### src/cbim_pkg.sv
`timescale 1ns / 1ps
// ----------------------------------------------------------------------------
// cbim_pkg
// Shared types and constants for the correlator baseline index map pipeline.
// ----------------------------------------------------------------------------
package cbim_pkg;

  localparam int STATION_W           = 9;
  localparam int INPUT_W             = 9;
  localparam int INDEX_W             = 19;
  localparam int MAX_STATIONS_DEF    = 256;
  localparam logic [STATION_W-1:0] STATION_COUNT_RESET = 9'd32;

  // Region of the triangular channel order that a pair falls into
  typedef enum logic [1:0] {
    REG_TOP  = 2'd0,
    REG_RECT = 2'd1,
    REG_BOT  = 2'd2
  } region_t;

  // Decode stage result
  typedef struct packed {
    region_t            region;
    logic signed [9:0]  tri_i;
    logic signed [9:0]  tri_j;
    logic signed [9:0]  rect_a;
    logic [7:0]         h;
    logic [8:0]         s;
    logic signed [10:0] h_minus_d;
    logic [6:0]         tile_i;
    logic [6:0]         tile_j;
    logic [1:0]         quad;
    logic [2:0]         tri_lo;
    logic [1:0]         tile_lo;
    logic               ok;
  } dec_t;

  // Multiply stage result
  typedef struct packed {
    region_t            region;
    logic signed [19:0] tri_half;
    logic signed [9:0]  tri_j;
    logic signed [19:0] rect_prod;
    logic [15:0]        tsize;
    logic [7:0]         h;
    logic signed [10:0] h_minus_d;
    logic [15:0]        qsize;
    logic [13:0]        tile_half;
    logic [6:0]         tile_j;
    logic [1:0]         quad;
    logic [2:0]         tri_lo;
    logic [1:0]         tile_lo;
    logic               ok;
  } mul_t;

endpackage

### src/cbim_decode.sv
`timescale 1ns / 1ps
// ----------------------------------------------------------------------------
// cbim_decode
// First stage: split inputs into station and polarization, pick the region
// and form the multiplier operands.
// ----------------------------------------------------------------------------
module cbim_decode (
  input  logic                          clk,
  input  logic                          en,
  input  logic [cbim_pkg::INPUT_W-1:0]  first_input,
  input  logic [cbim_pkg::INPUT_W-1:0]  second_input,
  input  logic [cbim_pkg::STATION_W-1:0] station_count,
  output cbim_pkg::dec_t                q
);
  import cbim_pkg::*;

  logic [7:0]        a0, a1, h;
  logic              p0, p1;
  logic signed [9:0] d;
  logic signed [9:0] h_s, a0_s, a1_s, s_s;
  dec_t              q_next;

  assign a0   = first_input[8:1];
  assign a1   = second_input[8:1];
  assign p0   = first_input[0];
  assign p1   = second_input[0];
  assign h    = station_count[8:1];
  assign h_s  = $signed({2'b00, h});
  assign a0_s = $signed({2'b00, a0});
  assign a1_s = $signed({2'b00, a1});
  assign s_s  = $signed({1'b0, station_count});
  assign d    = a1_s - a0_s;

  // Select region and triangle operands
  always_comb begin
    q_next        = '0;
    q_next.tri_i  = a1_s;
    q_next.tri_j  = a0_s;
    if (d > h_s) begin
      q_next.region = REG_BOT;
      q_next.tri_i  = h_s - 10'sd2 - a0_s;
      q_next.tri_j  = s_s - 10'sd1 - a1_s;
    end else if (a1 < h) begin
      q_next.region = REG_TOP;
    end else begin
      q_next.region = REG_RECT;
    end
    q_next.rect_a    = a1_s - h_s;
    q_next.h         = h;
    q_next.s         = station_count;
    q_next.h_minus_d = $signed({3'b000, h}) - 11'(d);
    q_next.tile_i    = a1[7:1];
    q_next.tile_j    = a0[7:1];
    q_next.quad      = {a0[0], a1[0]};
    q_next.tri_lo    = {p0 ^ p1, p0, 1'b0};
    q_next.tile_lo   = {p1, p0};
    q_next.ok        = (second_input >= first_input)
                    && ({1'b0, first_input} < {station_count, 1'b0})
                    && ({1'b0, second_input} < {station_count, 1'b0});
  end

  // Hold payload while stalled
  always_ff @(posedge clk) begin
    if (en) begin
      q <= q_next;
    end
  end

endmodule

### src/cbim_mult.sv
`timescale 1ns / 1ps
// ----------------------------------------------------------------------------
// cbim_mult
// Second stage: the triangle, rectangle, region size, quadrant size and tile
// products, side by side.
// ----------------------------------------------------------------------------
module cbim_mult (
  input  logic           clk,
  input  logic           en,
  input  cbim_pkg::dec_t d,
  output cbim_pkg::mul_t q
);
  import cbim_pkg::*;

  logic [8:0]         hp1;
  logic signed [20:0] tri_prod;
  logic signed [19:0] rect_prod;
  logic [16:0]        tsize_prod;
  logic [17:0]        qsize_prod;
  logic [14:0]        tile_prod;
  mul_t               q_next;

  assign hp1        = {1'b0, d.h} + 9'd1;
  assign tri_prod   = 21'(d.tri_i) * (21'(d.tri_i) + 21'sd1);
  assign rect_prod  = 20'(d.rect_a) * $signed({11'd0, hp1});
  assign tsize_prod = 17'(d.h) * 17'(hp1);
  assign qsize_prod = 18'(hp1) * 18'(d.s);
  assign tile_prod  = 15'(d.tile_i) * (15'(d.tile_i) + 15'd1);

  // Halve the triangle, region size and tile products, quarter the quadrant size product, pass the rest along
  always_comb begin
    q_next           = '0;
    q_next.region    = d.region;
    q_next.tri_half  = 20'(tri_prod >>> 1);
    q_next.tri_j     = d.tri_j;
    q_next.rect_prod = rect_prod;
    q_next.tsize     = tsize_prod[16:1];
    q_next.h         = d.h;
    q_next.h_minus_d = d.h_minus_d;
    q_next.qsize     = qsize_prod[17:2];
    q_next.tile_half = tile_prod[14:1];
    q_next.tile_j    = d.tile_j;
    q_next.quad      = d.quad;
    q_next.tri_lo    = d.tri_lo;
    q_next.tile_lo   = d.tile_lo;
    q_next.ok        = d.ok;
  end

  always_ff @(posedge clk) begin
    if (en) begin
      q <= q_next;
    end
  end

endmodule

### src/cbim_combine.sv
`timescale 1ns / 1ps
// ----------------------------------------------------------------------------
// cbim_combine
// Third stage: add up the cell number in each order and scale it to a word
// index, modulo the index width.
// ----------------------------------------------------------------------------
module cbim_combine (
  input  logic                          clk,
  input  logic                          en,
  input  cbim_pkg::mul_t                m,
  output logic [cbim_pkg::INDEX_W-1:0]  triangle_word_index,
  output logic [cbim_pkg::INDEX_W-1:0]  tile_word_index,
  output logic                          pair_ok
);
  import cbim_pkg::*;

  logic [INDEX_W-1:0] tsz, last, tri_pos, slot, quad_off, tile_sum;

  assign tsz     = 19'(m.tsize);
  assign last    = (tsz << 2) - 19'(m.h) - 19'd1;
  assign tri_pos = 19'(m.tri_half) + 19'(m.tri_j);

  // Pick the cell of the region
  always_comb begin
    case (m.region)
      REG_TOP:  slot = tri_pos;
      REG_BOT:  slot = last - tri_pos;
      REG_RECT: slot = tsz + 19'(m.rect_prod) + 19'(m.h_minus_d);
      default:  slot = tri_pos;
    endcase
  end

  // Quadrant offset is quad times the quadrant size
  assign quad_off = (m.quad[1] ? {2'b00, m.qsize, 1'b0} : '0)
                  + (m.quad[0] ? {3'b000, m.qsize} : '0);
  assign tile_sum = quad_off + 19'(m.tile_half) + 19'(m.tile_j);

  always_ff @(posedge clk) begin
    if (en) begin
      triangle_word_index <= {slot[15:0], m.tri_lo};
      tile_word_index     <= {tile_sum[16:0], m.tile_lo};
      pair_ok             <= m.ok;
    end
  end

endmodule

### src/correlator_baseline_index_map_top.sv
`timescale 1ns / 1ps
// ----------------------------------------------------------------------------
// correlator_baseline_index_map_top
// Maps a pair of correlator inputs to real-part word indices in triangular
// channel order and in register-tile order.
// ----------------------------------------------------------------------------
// Usage:
//   Input items arrive on s_tvalid/s_tready/s_tdata, one input pair each.
//   Result items leave on m_tvalid/m_tready/m_tdata/m_tuser; m_tuser is the
//   pair flag (1 when the pair is ordered and within the station count).
//   The station count is written through cfg_wen/cfg_wdata while idle;
//   values above MAX_STATIONS are clamped.
//   An accepted item moves through the decode, multiply and combine stages,
//   each one register deep; m_tvalid rises once it holds the combine
//   register. One item is accepted per cycle while s_tready stays high.
//   Each stage has its own valid bit and takes a new item whenever it is
//   empty or its successor moves, so bubbles close up during a stall.
//   When m_tready is low the output holds; the stages fill up and s_tready
//   drops once all three hold items. Nothing is lost or repeated.
//   Reset empties the pipeline and sets the station count to 32.
// ----------------------------------------------------------------------------
module correlator_baseline_index_map_top #(
  parameter int MAX_STATIONS = cbim_pkg::MAX_STATIONS_DEF
) (
  input  logic                          clk,
  input  logic                          rst,
  input  logic                          cfg_wen,
  input  logic [cbim_pkg::STATION_W-1:0] cfg_wdata,
  input  logic                          s_tvalid,
  output logic                          s_tready,
  // [8:0] first_input, [17:9] second_input, [23:18] zero
  input  logic [23:0]                   s_tdata,
  output logic                          m_tvalid,
  input  logic                          m_tready,
  // [18:0] triangle_word_index, [37:19] tile_word_index, [39:38] zero
  output logic [39:0]                   m_tdata,
  // [0] pair_ok
  output logic                          m_tuser
);
  import cbim_pkg::*;

  logic [STATION_W-1:0] station_count;
  logic                 v1, v2, v3;
  logic                 rdy1, rdy2, rdy3;
  dec_t                 dec_q;
  mul_t                 mul_q;
  logic [INDEX_W-1:0]   tri_idx, tile_idx;
  logic                 ok;

  // Latch station count, clamped to the supported maximum
  always_ff @(posedge clk) begin
    if (rst) begin
      station_count <= STATION_COUNT_RESET;
    end else if (cfg_wen) begin
      if (32'(cfg_wdata) > MAX_STATIONS) begin
        station_count <= STATION_W'(MAX_STATIONS);
      end else begin
        station_count <= cfg_wdata;
      end
    end
  end

  // Advance each stage when it is empty or its successor moves
  assign rdy3     = !v3 || m_tready;
  assign rdy2     = !v2 || rdy3;
  assign rdy1     = !v1 || rdy2;
  assign s_tready = rdy1;

  always_ff @(posedge clk) begin
    if (rst) begin
      v1 <= 1'b0;
      v2 <= 1'b0;
      v3 <= 1'b0;
    end else begin
      if (rdy1) v1 <= s_tvalid;
      if (rdy2) v2 <= v1;
      if (rdy3) v3 <= v2;
    end
  end

  cbim_decode u_decode (
    .clk           (clk),
    .en            (rdy1),
    .first_input   (s_tdata[8:0]),
    .second_input  (s_tdata[17:9]),
    .station_count (station_count),
    .q             (dec_q)
  );

  cbim_mult u_mult (
    .clk (clk),
    .en  (rdy2),
    .d   (dec_q),
    .q   (mul_q)
  );

  cbim_combine u_combine (
    .clk                 (clk),
    .en                  (rdy3),
    .m                   (mul_q),
    .triangle_word_index (tri_idx),
    .tile_word_index     (tile_idx),
    .pair_ok             (ok)
  );

  assign m_tvalid = v3;
  assign m_tdata  = {2'b00, tile_idx, tri_idx};
  assign m_tuser  = ok;

  // Pipeline comes out of reset empty
  assert property (@(posedge clk) $past(rst) |-> !m_tvalid)
    else $error("output valid right after reset");

  // An accepted item occupies the decode stage next cycle
  assert property (@(posedge clk) disable iff (rst)
    (s_tvalid && s_tready) |=> v1)
    else $error("accepted item lost at decode stage");

  // A stalled multiply stage keeps its item
  assert property (@(posedge clk) disable iff (rst)
    (v2 && v3 && !m_tready) |=> v2)
    else $error("item dropped from multiply stage during stall");

  // A multiply stage item reaches the output when the output frees up
  assert property (@(posedge clk) disable iff (rst)
    (v2 && rdy3) |=> m_tvalid)
    else $error("item lost between multiply and output stage");

  // Station count never exceeds the supported maximum after a write
  assert property (@(posedge clk) disable iff (rst)
    cfg_wen |=> (32'(station_count) <= MAX_STATIONS))
    else $error("station count above maximum");

endmodule

### config.mk
export PLATFORM = sky130hd
export DESIGN_NAME = correlator_baseline_index_map_top
export DESIGN_NICKNAME = d
export VERILOG_FILES = /design/src/cbim_pkg.sv /design/src/cbim_decode.sv /design/src/cbim_mult.sv /design/src/cbim_combine.sv /design/src/correlator_baseline_index_map_top.sv
export SDC_FILE = /design/constraint.sdc
export NUM_CORES = 1
export LEC_CHECK = 0
export ABC_AREA = 1
export CAP_MARGIN = 40
export CORE_MARGIN = 1
export CORE_UTILIZATION = 35
export CTS_CLUSTER_DIAMETER = 150
export CTS_CLUSTER_SIZE = 10
export DETAILED_ROUTE_END_ITERATION = 12
export DONT_BUFFER_PORTS = 1
export GPL_TIMING_DRIVEN = 0
export HOLD_SLACK_MARGIN = 0.1
export PLACE_DENSITY = 0.6
export SLEW_MARGIN = 40
export SYNTH_ARGS = -nofsm -noshare
export SYNTH_HDL_FRONTEND = slang
export SYNTH_HIERARCHICAL = 1
export SYNTH_SLANG_ARGS = --single-unit
### constraint.sdc
create_clock -name clk -period 9.1 [get_ports clk]
set_clock_uncertainty 0.05 [all_clocks]
set_input_delay 0.455 -clock clk [delete_from_list [all_inputs] [get_ports clk]]
set_output_delay 0.455 -clock clk [all_outputs]
set_load 0.1 [all_outputs]
Yosys cells after proc, flatten, opt, wreduce, memory -nomap -nowiden --
Cells that the tools add are included.
Operators by class: $add $sub $neg 19, $mul 5, order comparisons 6, equality and inequality tests 2, muxes and demuxes 6, bitwise operators 1, reductions and logical operators 8
Operator list (count):
- 16-bit adder | 2
- 16-bit case mux with 2 select lines | 1
- 9-bit by 10-bit less-than comparator with 1-bit output | 2
- 9-bit by 9-bit subtractor with 10-bit output | 2
- 9-bit by 9-bit multiplier with 18-bit output | 1
- 18-bit 2-to-1 mux | 1
- 8-bit by 8-bit subtractor with 9-bit output | 2
- 17-bit by 14-bit adder with 17-bit output | 1
- 17-bit adder | 1
- 17-bit by 7-bit adder with 17-bit output | 1
- 10-bit by 11-bit multiplier with 17-bit output | 1
- 8-bit by 9-bit multiplier with 17-bit output | 1
- 17-bit 2-to-1 mux | 1
- 16-bit by 10-bit adder with 16-bit output | 1
- 9-bit by 10-bit multiplier with 16-bit output | 1
- 16-bit 2-to-1 mux | 1
- 16-bit by 1-bit subtractor with 16-bit output (second input constant) | 1
- 16-bit subtractor | 1
- 16-bit by 8-bit subtractor with 16-bit output | 1
- 7-bit by 15-bit multiplier with 15-bit output | 1
- 10-bit by 2-bit adder with 11-bit output (second input constant) | 1
- 10-bit by 9-bit subtractor with 10-bit output | 1
- 9-bit by 1-bit subtractor with 10-bit output (second input constant) | 1
- 8-bit by 1-bit adder with 9-bit output (second input constant) | 1
- other kinds (14) | 19
Storage, ports and cells: register bits 253, bits of input ports 38, logic and storage cells 83

Depth between registers and ports, before layout --
word-level depth 4, gate-level depth with buffers 27, mapped depth without buffers 24

Cells and area by module --
The synthesis kept the hierarchy.
By module, submodules not included:
- cbim_mult | times used 1, cells an instance 2239, area each 19553.8 µm², seq. area each 3963.8 µm²
- cbim_combine | times used 1, cells an instance 698, area each 5666.7 µm², seq. area each 1171.1 µm²
- cbim_decode | times used 1, cells an instance 543, area each 4878.4 µm², seq. area each 2102.0 µm²
- correlator_baseline_index_map_top | times used 1, cells an instance 65, area each 498.0 µm², seq. area each 240.2 µm²

Least setup slack after synthesis --
No wires, ideal clock.
path type flip-flop to flip-flop, from register u_decode/q[43] (netlist bit), to register, netlist name u_mult/q[99], library setup time 0.253 ns, data arrival time 5.633 ns, data required time 8.797 ns, path slack 3.164 ns, cell stages (with the launch flop) 27, path buffers 3, cells stage by stage edfxtp_1 -> buf_4 -> inv_1 -> nor3_1 -> inv_1 -> ha_1 -> buf_2 -> clkinv_1 -> clkbuf_1 -> nand2_1 -> fa_1 -> fa_1 -> inv_1 -> fa_1 -> inv_1 -> fa_1 -> fa_1 -> inv_1 -> ha_1 -> nand2_1 -> nor2_1 -> and2_1 -> nand4_1 -> inv_1 -> nor2_1 -> nand2_1 -> nand2_1
RTL lines:
- start: declaration | line cbim_decode.sv:13 | output cbim_pkg::dec_t q
- start signal: assignment | line cbim_decode.sv:65 | q <= q_next;

Final worst setup path --
from register u_decode/q[42] (netlist bit), to register u_mult/q[91] (netlist bit) (data pin)
Between the ends: cells in the longest elaborated chain, start to end 2
Ends and longest elaborated chain:
- 8-bit by 1-bit adder with 9-bit output | line cbim_mult.sv:23 | assign hp1 = {1'b0, d.h} + 9'd1;
- 9-bit by 10-bit multiplier with 16-bit output | line cbim_mult.sv:25 | assign rect_prod = 20'(d.rect_a) * $signed({11'd0, hp1});
- net u_mult.rect_prod[11] | line cbim_mult.sv:17 | logic signed [19:0] rect_prod;
- end signal: assignment | line cbim_mult.sv:51 | q <= q_next;
- end: declaration | line cbim_mult.sv:11 | output cbim_pkg::mul_t q
The timed path passes the listed nets, and every way through them passes these cells. A chain may end at the register's enable or synchronous reset.

==> flow_summary.ini <==
[outcome]
status = finished, violations left
violations = DRC

[detailed_routing]
ant_nets = 0
vias = 21100
drtIter0Drc = 1336
drt-total-wl_mm = 70.6
drc = 10
viasPerCell = 4.78
dr.pass1.iters = 10
wl_per_cell_um = 16.0

[setup_path]
endpoint_kind = flop
path_class = reg -> reg
worstSetupStartpointType = flop
cp.required_ns = 9.38
crit_fanout = 10
arrival_ns = 7.44

[clock_network]
cts_sinks = 245
cts_tree = built
postCtsSetupBuffers = 0
htree_levels = 1
hold_buffers = 42
clk_pin_slew_worst_paths_ns = 0.07
numCtsBuffers = 28
cts_resized = 0
cts.path.max_buffers = 3
insertion_delay_ns = 0.58
cts-root-buf = clkbuf_16

[grt]
grt_pass1_vias = 21300
grtUsageMet3_pct = 2.37
overflow = 0
grt_pass1_wl_mm = 114
grt_util_met2_pct = 28.0
grt_busiest_layer = met2
grt_util_met1_pct = 24.9
grt_start_max_net_pins = 81
antenna_found_initial = 2
grt_use_total_pct = 17.3

[floorplan]
core_area_um2 = 80700
num_rows = 104
die_y_um = 288
die_w_um = 288
die_area_um2 = 82800
pin_count = 81
start_util_pct = 35.4

[timing]
tns_ns = 0
grt_setup_unrepaired = false
final.setup.worst_slack_ns = 1.94
setup_viol = 0
slew_headroom_pct = 40.0
fin_crit_ns = 7.16
post-route-period-util_pct = 78.7
tightest_slew_ns = 0.901
drv_slew = 0
fmax_ghz = 0.140
finalHoldViolCount = 0

[synthesis]
yosysWarnings = 6
avgSynthCellArea_um2 = 8.83
mappedNetlistArea_um2 = 28600
syn_inst = 3237

[placed_design]
place_ws_ns = 2.02
numPortBuffers = 0
place_area_um2 = 30600
dp_hpwl_mm = 56.7
place.gp.congestion = 0.914

[layout]
diodes = 0
fin_area_um2 = 31800
syn2layout_area_growth_pct = 11.4
nFillCells = 8116
multi_input_area_um2 = 18400
drive_above_1_share_pct = 4.39
seq_area_um2 = 7240
final_nets = 4052

[min_path]
hold_class = in -> reg

[flow_run]
cap_violations = 0
area by class of cell:
type / instances / area share (%)
timing repair buffer: 70 / 3.50
inverter: 696 / 8.26
sequential: 245 / 22.8
buffer: 65 / 1.12
multi-input combinational: 2232 / 57.8
clock inverter: 1 / 0.0511
clock buffer: 39 / 2.40
tap: 1060 / 4.17
routing by layer:
layer / part of all wire (%) / wire, um / up-vias
li1: - / - / 10300
met1: 48 / 33600 / 10100
met2: 45 / 31800 / 564
met3: 5.4 / 3790 / 81
met4: 1.9 / 1320 / 2
met5: 0.018 / 13 / -
stage by stage:
stage / utilization, % / hold slack [ns] / std cells
6_report: 39.4 / 0.135 / 4408
5_1_grt: 39.4 / 0.133 / 4408
4_1_cts: 39.4 / 0.107 / 4406
3_5_place_dp: 37.9 / 0.355 / 4324
3_3_place_gp: 37.1 / 0.350 / 4298
2_1_floorplan: - / 0.350 / 3238
worst max-delay path, stage by stage, from the launching register on:
cell and delay, ns:
edfxtp_1 0.53, buf_4 0.23, inv_1 0.20, clkbuf_1 0.47
ha_1 0.44, inv_1 0.17, clkbuf_1 0.58, nand2_1 0.19
fa_1 0.57, inv_1 0.06, fa_1 0.49, inv_1 0.05
fa_1 0.53, inv_1 0.05, fa_1 0.48, inv_1 0.05
fa_1 0.47, inv_1 0.04, ha_1 0.34, nand2_1 0.11
nor2_1 0.15, nand2_1 0.07, nand2_1 0.11, nand2_1 0.06
nand2_1 0.07, xor2_1 0.35
state kept, by name (all words and copies together), names as in the netlist:
| register | cells |
|---|---|
| u_combine/triangle_word_index | 19 |
| u_combine/pair_ok | 1 |
| m_tvalid | 1 |
| station_count | 9 |
| u_combine/tile_word_index | 19 |
| v1 | 1 |
| u_mult/q | 124 |
| v2 | 1 |
| u_decode/q | 70 |
layout by cell type, fill, tap and decap left out, types with 4 or more instances in the layout:
master / n
clkinv_1: 4
fa_1: 321
xnor2_1: 47
nand4_1: 19
nor3_1: 23
nand3b_1: 9
clkbuf_1: 46
ha_1: 355
o211ai_1: 4
buf_6: 4
o21bai_1: 11
edfxtp_1: 233
a21o_1: 19
nand3_1: 112
inv_1: 685
a31oi_1: 7
dfxtp_1: 11
nor2_2: 13
xor2_1: 80
buf_12: 4
dlygate4sd3_1: 42
nor2_1: 247
o21ai_0: 76
buf_2: 9
buf_4: 14
clkbuf_16: 31
a21oi_1: 153
a21oi_2: 10
o21ai_2: 4
o21a_1: 4
nand2_1: 667
buf_8: 4
nand2_2: 10
o31ai_1: 4
buf_16: 19
o21ai_1: 5
final timing paths:
| kind | start | endpoint | slack (ns) | cells past startpoint |
|---|---|---|---|---|
| worst max register to register | u_decode/q[42] | u_mult/q[91] | 1.94 | 25 |
| worst max-delay path | u_decode/q[42] | u_mult/q[91] | 1.94 | 25 |
| worst min-delay path | cfg_wen | station_count[4] | 0.13 | 2 |
| worst min register to register | u_mult/q[5] | u_combine/triangle_word_index[2] | 0.36 | 0 |
Power is left out: the tool's default activity adds up to more than one toggle a clock period on the data nets, which glitch-free logic cannot reach.
